### config.mk
export PLATFORM = sky130hd
export DESIGN_NAME = dicom_element_stream_parser
export DESIGN_NICKNAME = d
export VERILOG_FILES = /design/src/rtl/core/dep_pkg.sv /design/src/rtl/core/dep_parse_core.sv /design/src/rtl/core/dep_out_reg.sv /design/src/rtl/core/dicom_element_stream_parser.sv
export SDC_FILE = /design/constraint.sdc
export NUM_CORES = 1
export LEC_CHECK = 0
export BUFFER_PORTS_ARGS = -buffer_cell sky130_fd_sc_hd__buf_2
export CAP_MARGIN = 25
export CORE_MARGIN = 4
export CORE_UTILIZATION = 30
export DETAILED_ROUTE_END_ITERATION = 8
export PLACE_DENSITY_LB_ADDON = 0.2
export SETUP_SLACK_MARGIN = 0.02
export SYNTH_ARGS = -nofsm -noshare
export SYNTH_HDL_FRONTEND = slang
export SYNTH_SLANG_ARGS = --single-unit
export TNS_END_PERCENT = 5
### constraint.sdc
create_clock -name clk -period 36.2 [get_ports clk]
set_clock_uncertainty 0.1 [all_clocks]
set_input_delay 1.81 -clock clk [delete_from_list [all_inputs] [get_ports clk]]
set_output_delay 1.81 -clock clk [all_outputs]
set_load 0.02 [all_outputs]
### src/rtl/core/dep_pkg.sv
`default_nettype none
package dep_pkg;

	localparam int unsigned POS_W = 8;

	typedef enum logic [2:0] {
		PH_PREAMBLE,
		PH_MAGIC,
		PH_HEADER,
		PH_VALUE,
		PH_ERROR
	} phase_t;

	typedef enum logic [1:0] {
		KIND_HEADER,
		KIND_PIXEL,
		KIND_PAPYRUS,
		KIND_NO_MAGIC
	} kind_t;

	typedef enum logic [1:0] {
		FORM_IMPLICIT,
		FORM_LONG,
		FORM_SHORT
	} form_t;

	typedef struct packed {
		kind_t             kind;
		logic [15:0]       tag_group;
		logic [15:0]       tag_element;
		logic [1:0]        length_form;
		logic [31:0]       value_length;
		logic [7:0]        pixel_byte;
		logic              last_pixel;
		logic [4:0][15:0]  cap;
	} result_t;

	localparam logic [31:0] LEN_UNDEF   = 32'hFFFF_FFFF;
	localparam logic [15:0] ITEM_GROUP  = 16'hFFFE;
	localparam logic [15:0] ITEM_ELEM   = 16'hE000;
	localparam logic [15:0] IMAGE_GROUP = 16'h0028;
	localparam logic [15:0] PIXEL_GROUP = 16'h7FE0;
	localparam logic [15:0] PIXEL_ELEM  = 16'h0010;

	// rows, columns, samples, bits allocated, pixel representation
	localparam logic [0:4][15:0] CAP_ELEMS = '{16'h0010, 16'h0011, 16'h0002, 16'h0100, 16'h0103};

	// last entry pads the table to a power of two and is never compared
	localparam logic [0:7][7:0] PAPYRUS_TXT = '{"P", "A", "P", "Y", "R", "U", "S", 8'h00};
	localparam logic [0:3][7:0] MAGIC_TXT   = '{"D", "I", "C", "M"};

	function automatic logic [7:0] fold_upper(input logic [7:0] b);
		return (b >= "a" && b <= "z") ? b - 8'd32 : b;
	endfunction

	function automatic form_t form_of(input logic [15:0] rep);
		logic [7:0] c0;
		logic [7:0] c1;
		logic       up0;
		logic       up1;
		c0  = rep[7:0];
		c1  = rep[15:8];
		up0 = c0 >= "A" && c0 <= "Z";
		up1 = c1 >= "A" && c1 <= "Z";
		if ((!up0 || !up1) && !(c0 == " " && c1 != 8'h00))
			return FORM_IMPLICIT;
		if ((c0 == "O" && c1 == "B") || (c0 == "O" && c1 == "W") ||
		    (c0 == "S" && c1 == "Q") || (c0 == "U" && c1 == "N"))
			return FORM_LONG;
		return FORM_SHORT;
	endfunction

endpackage
`default_nettype wire

### src/rtl/core/dep_parse_core.sv
`default_nettype none
module dep_parse_core #(
	parameter int PREAMBLE_BYTES = 128
) (
	input  wire logic            clk,
	input  wire logic            arst_n,
	input  wire logic            step,
	input  wire logic [7:0]      byte_in,
	output logic                 emit,
	output dep_pkg::result_t     res
);
	import dep_pkg::*;

	localparam logic [8:0] PRE_LEN  = 9'(PREAMBLE_BYTES);
	localparam logic       PAPY_EN  = PREAMBLE_BYTES >= 7;
	localparam phase_t     PH_RESET = (PREAMBLE_BYTES == 0) ? PH_MAGIC : PH_PREAMBLE;

	phase_t            phase_q, phase_d;
	logic [POS_W-1:0]  pos_q, pos_d;
	logic              pm_q, pm_d;
	logic [15:0]       grp_q, grp_d;
	logic [15:0]       elem_q, elem_d;
	logic [15:0]       rep_q, rep_d;
	logic [31:0]       len_q, len_d;
	logic [31:0]       rem_q, rem_d;
	logic [15:0]       fv_q, fv_d;
	logic [1:0]        off_q, off_d;
	logic [4:0][15:0]  cap_q, cap_d;

	logic [7:0]  fold;
	logic        pre_last;
	logic        pm_pre;
	logic        pm_mag;
	form_t       form_cur;
	logic        hdr_end;
	logic        skip;
	logic        go_value;
	logic [31:0] rem_dec;
	logic        val_done;
	logic        is_pixel;
	logic        emit_d;
	kind_t       kind_d;
	logic [7:0]  pix_d;
	logic        last_d;

	assign fold     = fold_upper(byte_in);
	assign pre_last = ({1'b0, pos_q} + 9'd1) >= PRE_LEN;
	assign pm_pre   = pm_q & ~(pos_q < 8'd7 && fold != PAPYRUS_TXT[pos_q[2:0]]);
	assign pm_mag   = pm_q & (fold == MAGIC_TXT[pos_q[1:0]]);
	assign form_cur = form_of(rep_q);
	assign hdr_end  = (form_cur == FORM_LONG) ? (pos_q == 8'd11) : (pos_q == 8'd7);
	assign skip     = len_d == LEN_UNDEF || (grp_q == ITEM_GROUP && elem_q == ITEM_ELEM);
	assign go_value = hdr_end && !skip && len_d != 32'd0;
	assign rem_dec  = rem_q - 32'd1;
	assign val_done = rem_dec == 32'd0;
	assign is_pixel = grp_q == PIXEL_GROUP && elem_q == PIXEL_ELEM;

	// header length assembly
	always_comb begin
		len_d = len_q;
		if (phase_q == PH_HEADER) begin
			if (pos_q == 8'd4) begin
				len_d = '0;
			end else if (pos_q >= 8'd6) begin
				case (form_cur)
					FORM_IMPLICIT: begin
						if (pos_q == 8'd6)
							len_d = {8'h00, byte_in, rep_q};
						else
							len_d = len_q | {byte_in, 24'h0};
					end
					FORM_LONG: begin
						if (pos_q >= 8'd8)
							len_d = len_q | ({24'h0, byte_in} << {pos_q[1:0], 3'b000});
					end
					default: begin
						if (pos_q == 8'd6)
							len_d = {24'h0, byte_in};
						else
							len_d = len_q | {16'h0, byte_in, 8'h00};
					end
				endcase
			end
		end
	end

	always_comb begin
		phase_d = phase_q;
		case (phase_q)
			PH_PREAMBLE: begin
				if (pre_last)
					phase_d = (PAPY_EN && pm_pre) ? PH_ERROR : PH_MAGIC;
			end
			PH_MAGIC: begin
				if (pos_q >= 8'd3)
					phase_d = pm_mag ? PH_HEADER : PH_ERROR;
			end
			PH_HEADER: begin
				if (go_value)
					phase_d = PH_VALUE;
			end
			PH_VALUE: begin
				if (val_done)
					phase_d = PH_HEADER;
			end
			default: phase_d = PH_ERROR;
		endcase
	end

	always_comb begin
		pos_d  = pos_q;
		pm_d   = pm_q;
		grp_d  = grp_q;
		elem_d = elem_q;
		rep_d  = rep_q;
		rem_d  = rem_q;
		fv_d   = fv_q;
		off_d  = off_q;
		cap_d  = cap_q;
		emit_d = 1'b0;
		kind_d = KIND_HEADER;
		pix_d  = '0;
		last_d = 1'b0;
		case (phase_q)
			PH_PREAMBLE: begin
				if (pre_last) begin
					pos_d = '0;
					pm_d  = 1'b1;
					if (PAPY_EN && pm_pre) begin
						emit_d = 1'b1;
						kind_d = KIND_PAPYRUS;
					end
				end else begin
					pos_d = pos_q + 8'd1;
					pm_d  = pm_pre;
				end
			end
			PH_MAGIC: begin
				pm_d = pm_mag;
				if (pos_q >= 8'd3) begin
					pos_d = '0;
					if (!pm_mag) begin
						emit_d = 1'b1;
						kind_d = KIND_NO_MAGIC;
					end
				end else begin
					pos_d = pos_q + 8'd1;
				end
			end
			PH_HEADER: begin
				case (pos_q)
					8'd0: grp_d  = {8'h00, byte_in};
					8'd1: grp_d  = {byte_in, grp_q[7:0]};
					8'd2: elem_d = {8'h00, byte_in};
					8'd3: elem_d = {byte_in, elem_q[7:0]};
					8'd4: rep_d  = {8'h00, byte_in};
					8'd5: rep_d  = {byte_in, rep_q[7:0]};
					default: ;
				endcase
				if (pos_q >= 8'd6 && hdr_end) begin
					pos_d  = '0;
					fv_d   = '0;
					off_d  = '0;
					emit_d = 1'b1;
					kind_d = KIND_HEADER;
					if (skip) begin
						rem_d = '0;
					end else if (len_d == 32'd0) begin
						rem_d = '0;
						// zero-length attribute captures as zero
						if (grp_q == IMAGE_GROUP)
							for (int i = 0; i < 5; i++)
								if (elem_q == CAP_ELEMS[i[2:0]])
									cap_d[i[2:0]] = '0;
					end else begin
						rem_d = len_d;
					end
				end else begin
					pos_d = pos_q + 8'd1;
				end
			end
			PH_VALUE: begin
				if (off_q == 2'd0)
					fv_d = {8'h00, byte_in};
				else if (off_q == 2'd1)
					fv_d = {byte_in, fv_q[7:0]};
				if (off_q != 2'd2)
					off_d = off_q + 2'd1;
				rem_d = rem_dec;
				if (val_done) begin
					pos_d = '0;
					if (grp_q == IMAGE_GROUP)
						for (int i = 0; i < 5; i++)
							if (elem_q == CAP_ELEMS[i[2:0]])
								cap_d[i[2:0]] = fv_d;
				end
				if (is_pixel) begin
					emit_d = 1'b1;
					kind_d = KIND_PIXEL;
					pix_d  = byte_in;
					last_d = val_done;
				end
			end
			default: ;
		endcase
	end

	always_ff @(posedge clk or negedge arst_n) begin
		if (!arst_n) begin
			phase_q <= PH_RESET;
			pos_q   <= '0;
			pm_q    <= 1'b1;
			grp_q   <= '0;
			elem_q  <= '0;
			rep_q   <= '0;
			len_q   <= '0;
			rem_q   <= '0;
			fv_q    <= '0;
			off_q   <= '0;
			cap_q   <= '0;
		end else if (step) begin
			phase_q <= phase_d;
			pos_q   <= pos_d;
			pm_q    <= pm_d;
			grp_q   <= grp_d;
			elem_q  <= elem_d;
			rep_q   <= rep_d;
			len_q   <= len_d;
			rem_q   <= rem_d;
			fv_q    <= fv_d;
			off_q   <= off_d;
			cap_q   <= cap_d;
		end
	end

	assign emit             = step && emit_d;
	assign res.kind         = kind_d;
	assign res.tag_group    = grp_d;
	assign res.tag_element  = elem_d;
	assign res.length_form  = (kind_d == KIND_PAPYRUS || kind_d == KIND_NO_MAGIC) ?
	                          FORM_IMPLICIT : form_of(rep_d);
	assign res.value_length = len_d;
	assign res.pixel_byte   = pix_d;
	assign res.last_pixel   = last_d;
	assign res.cap          = cap_d;

endmodule
`default_nettype wire

### src/rtl/core/dep_out_reg.sv
`default_nettype none
module dep_out_reg (
	input  wire logic               clk,
	input  wire logic               arst_n,
	input  wire logic               load,
	input  wire dep_pkg::result_t   res_in,
	output logic                    free,
	output logic                    valid,
	input  wire logic               ready,
	output dep_pkg::result_t        res_q
);
	import dep_pkg::*;

	logic valid_q;

	assign free  = !valid_q || ready;
	assign valid = valid_q;

	always_ff @(posedge clk or negedge arst_n) begin
		if (!arst_n) begin
			valid_q <= 1'b0;
		end else if (free) begin
			valid_q <= load;
		end
	end

	// hold the word until taken
	always_ff @(posedge clk) begin
		if (free && load)
			res_q <= res_in;
	end

endmodule
`default_nettype wire

### src/rtl/core/dicom_element_stream_parser.sv
// Flow: a byte accepted into the input register is parsed once the output register is free;
//   its result word is loaded into the output register at that edge and shows on out_valid.
// Throughput: one byte per cycle while out_ready stays high; the single
//   output register stalls the input register, and so in_ready, when it is full
//   and out_ready is low.
// Reset: arst_n clears all parser state and valid flags asynchronously.
`default_nettype none
module dicom_element_stream_parser #(
	parameter int PREAMBLE_BYTES = 128
) (
	input  wire logic        clk,
	input  wire logic        arst_n,
	input  wire logic        in_valid,
	output logic             in_ready,
	input  wire logic [7:0]  in_byte,
	output logic             out_valid,
	input  wire logic        out_ready,
	output logic [1:0]       kind,
	output logic [15:0]      tag_group,
	output logic [15:0]      tag_element,
	output logic [1:0]       length_form,
	output logic [31:0]      value_length,
	output logic [7:0]       pixel_byte,
	output logic             last_pixel,
	output logic [15:0]      rows,
	output logic [15:0]      columns,
	output logic [15:0]      samples,
	output logic [15:0]      bits_alloc,
	output logic [15:0]      pixel_repr
);
	import dep_pkg::*;

	logic       in_valid_s1;
	logic [7:0] in_byte_s1;
	logic       step;
	logic       free;
	logic       emit;
	result_t    res_d;
	result_t    res_q;

	assign step     = in_valid_s1 && free;
	assign in_ready = !in_valid_s1 || step;

	always_ff @(posedge clk or negedge arst_n) begin
		if (!arst_n) begin
			in_valid_s1 <= 1'b0;
		end else if (in_ready) begin
			in_valid_s1 <= in_valid;
		end
	end

	always_ff @(posedge clk) begin
		if (in_ready && in_valid)
			in_byte_s1 <= in_byte;
	end

	dep_parse_core #(
		.PREAMBLE_BYTES(PREAMBLE_BYTES)
	) u_core (
		.clk     (clk),
		.arst_n  (arst_n),
		.step    (step),
		.byte_in (in_byte_s1),
		.emit    (emit),
		.res     (res_d)
	);

	dep_out_reg u_out (
		.clk    (clk),
		.arst_n (arst_n),
		.load   (emit),
		.res_in (res_d),
		.free   (free),
		.valid  (out_valid),
		.ready  (out_ready),
		.res_q  (res_q)
	);

	assign kind         = res_q.kind;
	assign tag_group    = res_q.tag_group;
	assign tag_element  = res_q.tag_element;
	assign length_form  = res_q.length_form;
	assign value_length = res_q.value_length;
	assign pixel_byte   = res_q.pixel_byte;
	assign last_pixel   = res_q.last_pixel;
	assign rows         = res_q.cap[0];
	assign columns      = res_q.cap[1];
	assign samples      = res_q.cap[2];
	assign bits_alloc   = res_q.cap[3];
	assign pixel_repr   = res_q.cap[4];

	a_last_is_pixel: assert property (@(posedge clk) disable iff (!arst_n)
		out_valid && last_pixel |-> kind == KIND_PIXEL)
		else $error("last_pixel set on a non-pixel word");

	a_error_fields_zero: assert property (@(posedge clk) disable iff (!arst_n)
		out_valid && (kind == KIND_PAPYRUS || kind == KIND_NO_MAGIC) |->
		tag_group == 16'h0 && value_length == 32'h0 && length_form == FORM_IMPLICIT)
		else $error("error word carries header fields");

	a_stall_holds_stage: assert property (@(posedge clk) disable iff (!arst_n)
		!in_ready |-> in_valid_s1 && out_valid && !out_ready)
		else $error("input stalled without a blocked output");

endmodule
`default_nettype wire

==> results.yml <==
sta:
  post-route-period-util_pct: 15.9
  max_freq_mhz: 174
  final.min_clock_period_ns: 5.76
  setup_total_negative_slack_ns: 0
  worst_pin_slew_ns: 1.07
  finalMaxSlewViolations: 0
  setup_viol: 0
  rsz_0062_raised_after_global_routing: "no"
  slew_headroom_pct: 28.4
  fin_worst_hold_slack_ns: 0.377
  post-route-worst-setup-slack_ns: 30.45
  timing.final.hold_violations: 0
status:
  outcome: "finished, final reports clean"
cells_and_area:
  fraction_of_layout_cells_with_a_size_suffix_above_1_pct: 16.5
  finalNetCount: 2148
  layout.area.seq_sq_um: 10600
  antenna-diode-count: 0
  synthToLayoutAreaGrowth_pct: 15.9
  nFillCells: 6679
  non_filler_cells_final: 3022
  multi_input_area_sq_um: 8400
worst_setup_path:
  cp.arrival_ns: 5.97
  crit_required_ns: 36.42
  crit_path_start_kind: "flop"
  cp_max_fo: 16
  worst_path_largest_cell_delay_ns: 1.03
  timing.setup.critical_path_class: "reg2reg"
  crit_buf_inv: 0
  critical-path-slowest-cell: "o311ai_1"
  critPathTopFamily: "simple AND/OR/NAND/NOR gates"
  critical_path_cell_sequence: "nor2_2, nand4b_4, nor3_1, o211ai_1, o311ai_1, nand4_1, nor4_4, nand3_4, o21ai_2, o22ai_1"
  timing.critical_path.to_type: "flop"
logic_synthesis:
  yosys_warnings: 0
  avgSynthCellArea_sq_um: 10.0
  synthesis.area_sq_um: 20100
  cell_types_occupying_the_most_area_after_synthesis: "dfrtp_1, edfxtp_1, nand2_1"
  ys_top_cells_by_count: "dfrtp_1, nand2_1, edfxtp_1"
  share_of_async_settable_or_async_resettable_flops_after_synthesis_pct: 57.6
  synth_sequential_area_ratio_pct: 52.6
  synth_xor_area_share_pct: 0.742
  dominant_combinational_cell_family_by_area_after_synthesis: "compound AO/OA/AOI/OAI gates"
  synth.top_cell.area_share_pct: 27.8
  ys_ff_latch: 389
  synth_enable_flop_cells: 165
  area_share_of_fa_ha_maj_cells_after_synthesis_pct: 0.998
  ys_types: 102
  synth_compound_gate_area_share_pct: 20.8
  synth.most_common_cell: "dfrtp_1"
  post_synth_inst_count: 2005
  mappedNetlistNets: 2033
  post_synth_simple_gate_area_pct: 17.2
  synthDominantAreaCellType: "dfrtp_1"
  synthMuxAreaShare_pct: 1.93
  synth-main-ff-cell: "dfrtp_1"
floorplanning:
  fp-row-count: 94
  floorplan.initialDensity_pct: 30.4
  io-pin-count: 171
  chipHeight_um: 267
  chipWidth_um: 267
  placeableCoreArea_sq_um: 66000
  design.die.area_sq_um: 71100
drt:
  routed-via-count: 16800
  drt_iter0_drc: 1668
  post-route-drc-count: 0
  antenna_left: 0
  post_dr_wirelength_cell_um: 23.0
  drt-total-wl_um: 69400
  routed_via_density: 5.55
  detailedRoute.firstPassIterationCount: 6
placed_design:
  gp_routability_congestion: 0.895
  preCtsSetupSlack_ns: 30.54
  placedCellCount: 2934
  io_buffer_count: 170
  hpwlAfterDp_um: 46700
global_routing:
  antenna_found_initial: 0
  grt_start_max_net_pins: 159
  total_global_routing_overflow: 0
  overall_global_routing_usage_pct: 19.0
  grt_first_pass_wirelength_um: 105000
  grt_pass1_vias: 16300
power_and_ir_drop:
  power_density_nw_per_um2: 45.3
  finalPower_w: 0.00105
  p_leak_nw: 9.55
  vdd_drop_max_v: 0.0000305
cts:
  root_buffer: "clkbuf_16"
  cts_buffer_depth: 3
  insertion_delay_ns: 0.61
  cts_max_level: 2
  cts_sinks: 389
  postCtsSetupBuffers: 0
  cts.repair.resized: 0
  cts_tree: "built"
  clk_pin_slew_worst_paths_ns: 0.06
  ctsHoldBuffers: 0
  cts-buffers-inserted: 46
run:
  timing.max_cap.violations: 0
worst_hold_path:
  hp-class: "reg2reg"
[layout by cell type (no fill, tap or decap), types with 8 or more instances in the layout]
cell type	instances
dfrtp_1	223
a21oi_1	54
nor4_1	32
a211oi_1	8
or4_1	8
edfxtp_1	165
and3_1	16
clkbuf_1	11
nor3_1	55
nor2_1	129
a21o_1	59
o22ai_1	101
nand4_1	29
a22o_1	49
a32o_1	10
o211ai_1	12
inv_1	139
or3_1	13
or2_2	8
o31ai_1	10
a22oi_1	22
buf_4	31
nand3_1	69
nand2b_1	14
ha_1	16
mux2_2	30
a31oi_1	15
xnor2_1	10
o2bb2ai_1	17
buf_2	169
o21ai_0	104
nand2_1	215
o21ai_1	37
clkbuf_16	47
and2_1	23
[state kept, by name, summed over array words and instances (netlist names)]
signal	flops
in_byte_s1	8
in_valid_s1	1
u_core.cap_q	80
u_core.elem_q	16
u_core.fv_q	16
u_core.grp_q	16
u_core.len_q	32
u_core.off_q	2
u_core.phase_q	3
u_core.pm_q	1
u_core.pos_q	8
u_core.rem_q	32
u_core.rep_q	16
u_out.res_q	157
u_out.valid	1
[tightest hold or removal path, stage by stage (launching register included)]
cell     delay, ns
dfrtp_1       0.33
nand2_1       0.04
o21ai_0       0.06
[metal layers]
metal  vias up  part of all wire [%]  global-route usage, %
li1       7650                     -                      -
met3       136                   6.1                   3.00
met2       634                    45                   30.1
met4         0                   3.3                   6.30
met5         -                     0                      0
met1      8347                    45                   26.8
[layout make-up]
class / instances / share of cell area [%]
clock inverters: 24 / 1.06
repair buffers: 204 / 5.02
well taps: 864 / 4.65
inverters: 141 / 2.28
flip-flops and latches: 389 / 45.4
clock buffers: 62 / 5.47
multi-input cells: 1338 / 36.1
[final timing paths]
check / startpoint / end / slack, ns / depth (start not counted)
worst max-delay path: u_core.rep_q[5] / u_out.res_q[47] / 30.45 / 10
worst min-delay path: u_core.len_q[29] / u_core.len_q[29] / 0.38 / 2
worst max register to register: u_core.rep_q[5] / u_out.res_q[47] / 30.45 / 10
max in group asynchronous: arst_n / u_core.cap_q[46] / 33.50 / 2
worst min register to register: u_core.len_q[29] / u_core.len_q[29] / 0.38 / 2
min in group asynchronous: arst_n / u_core.rem_q[11] / 1.17 / 1
[cell families after synthesis]
family,Yosys count
and+or+nand+nor,674
AOI/OAI and AO/OA,596
DFF,389
buffers and inverters,278
muxes,35
xor gates and xnor gates,17
adders and majority gates,16
[metrics by stage]
| stage | instance area [sq um] | util (%) |
|---|---|---|
| after CTS | 23200 | 35.2 |
| final | 23300 | 35.3 |
| after global routing | 23300 | 35.3 |
| after detailed placement | 21700 | 32.9 |
| after floorplan | 20100 | - |
| after global placement | 21700 | 32.9 |
[power breakdown]
group          switching [W]  internal (W)  total (W)
sequential         0.0000144      0.000464   0.000478
combinational      0.0000772     0.0000317   0.000109
clock               0.000197      0.000270   0.000468
total               0.000289      0.000766    0.00105
(Power assumes the default switching activity.)
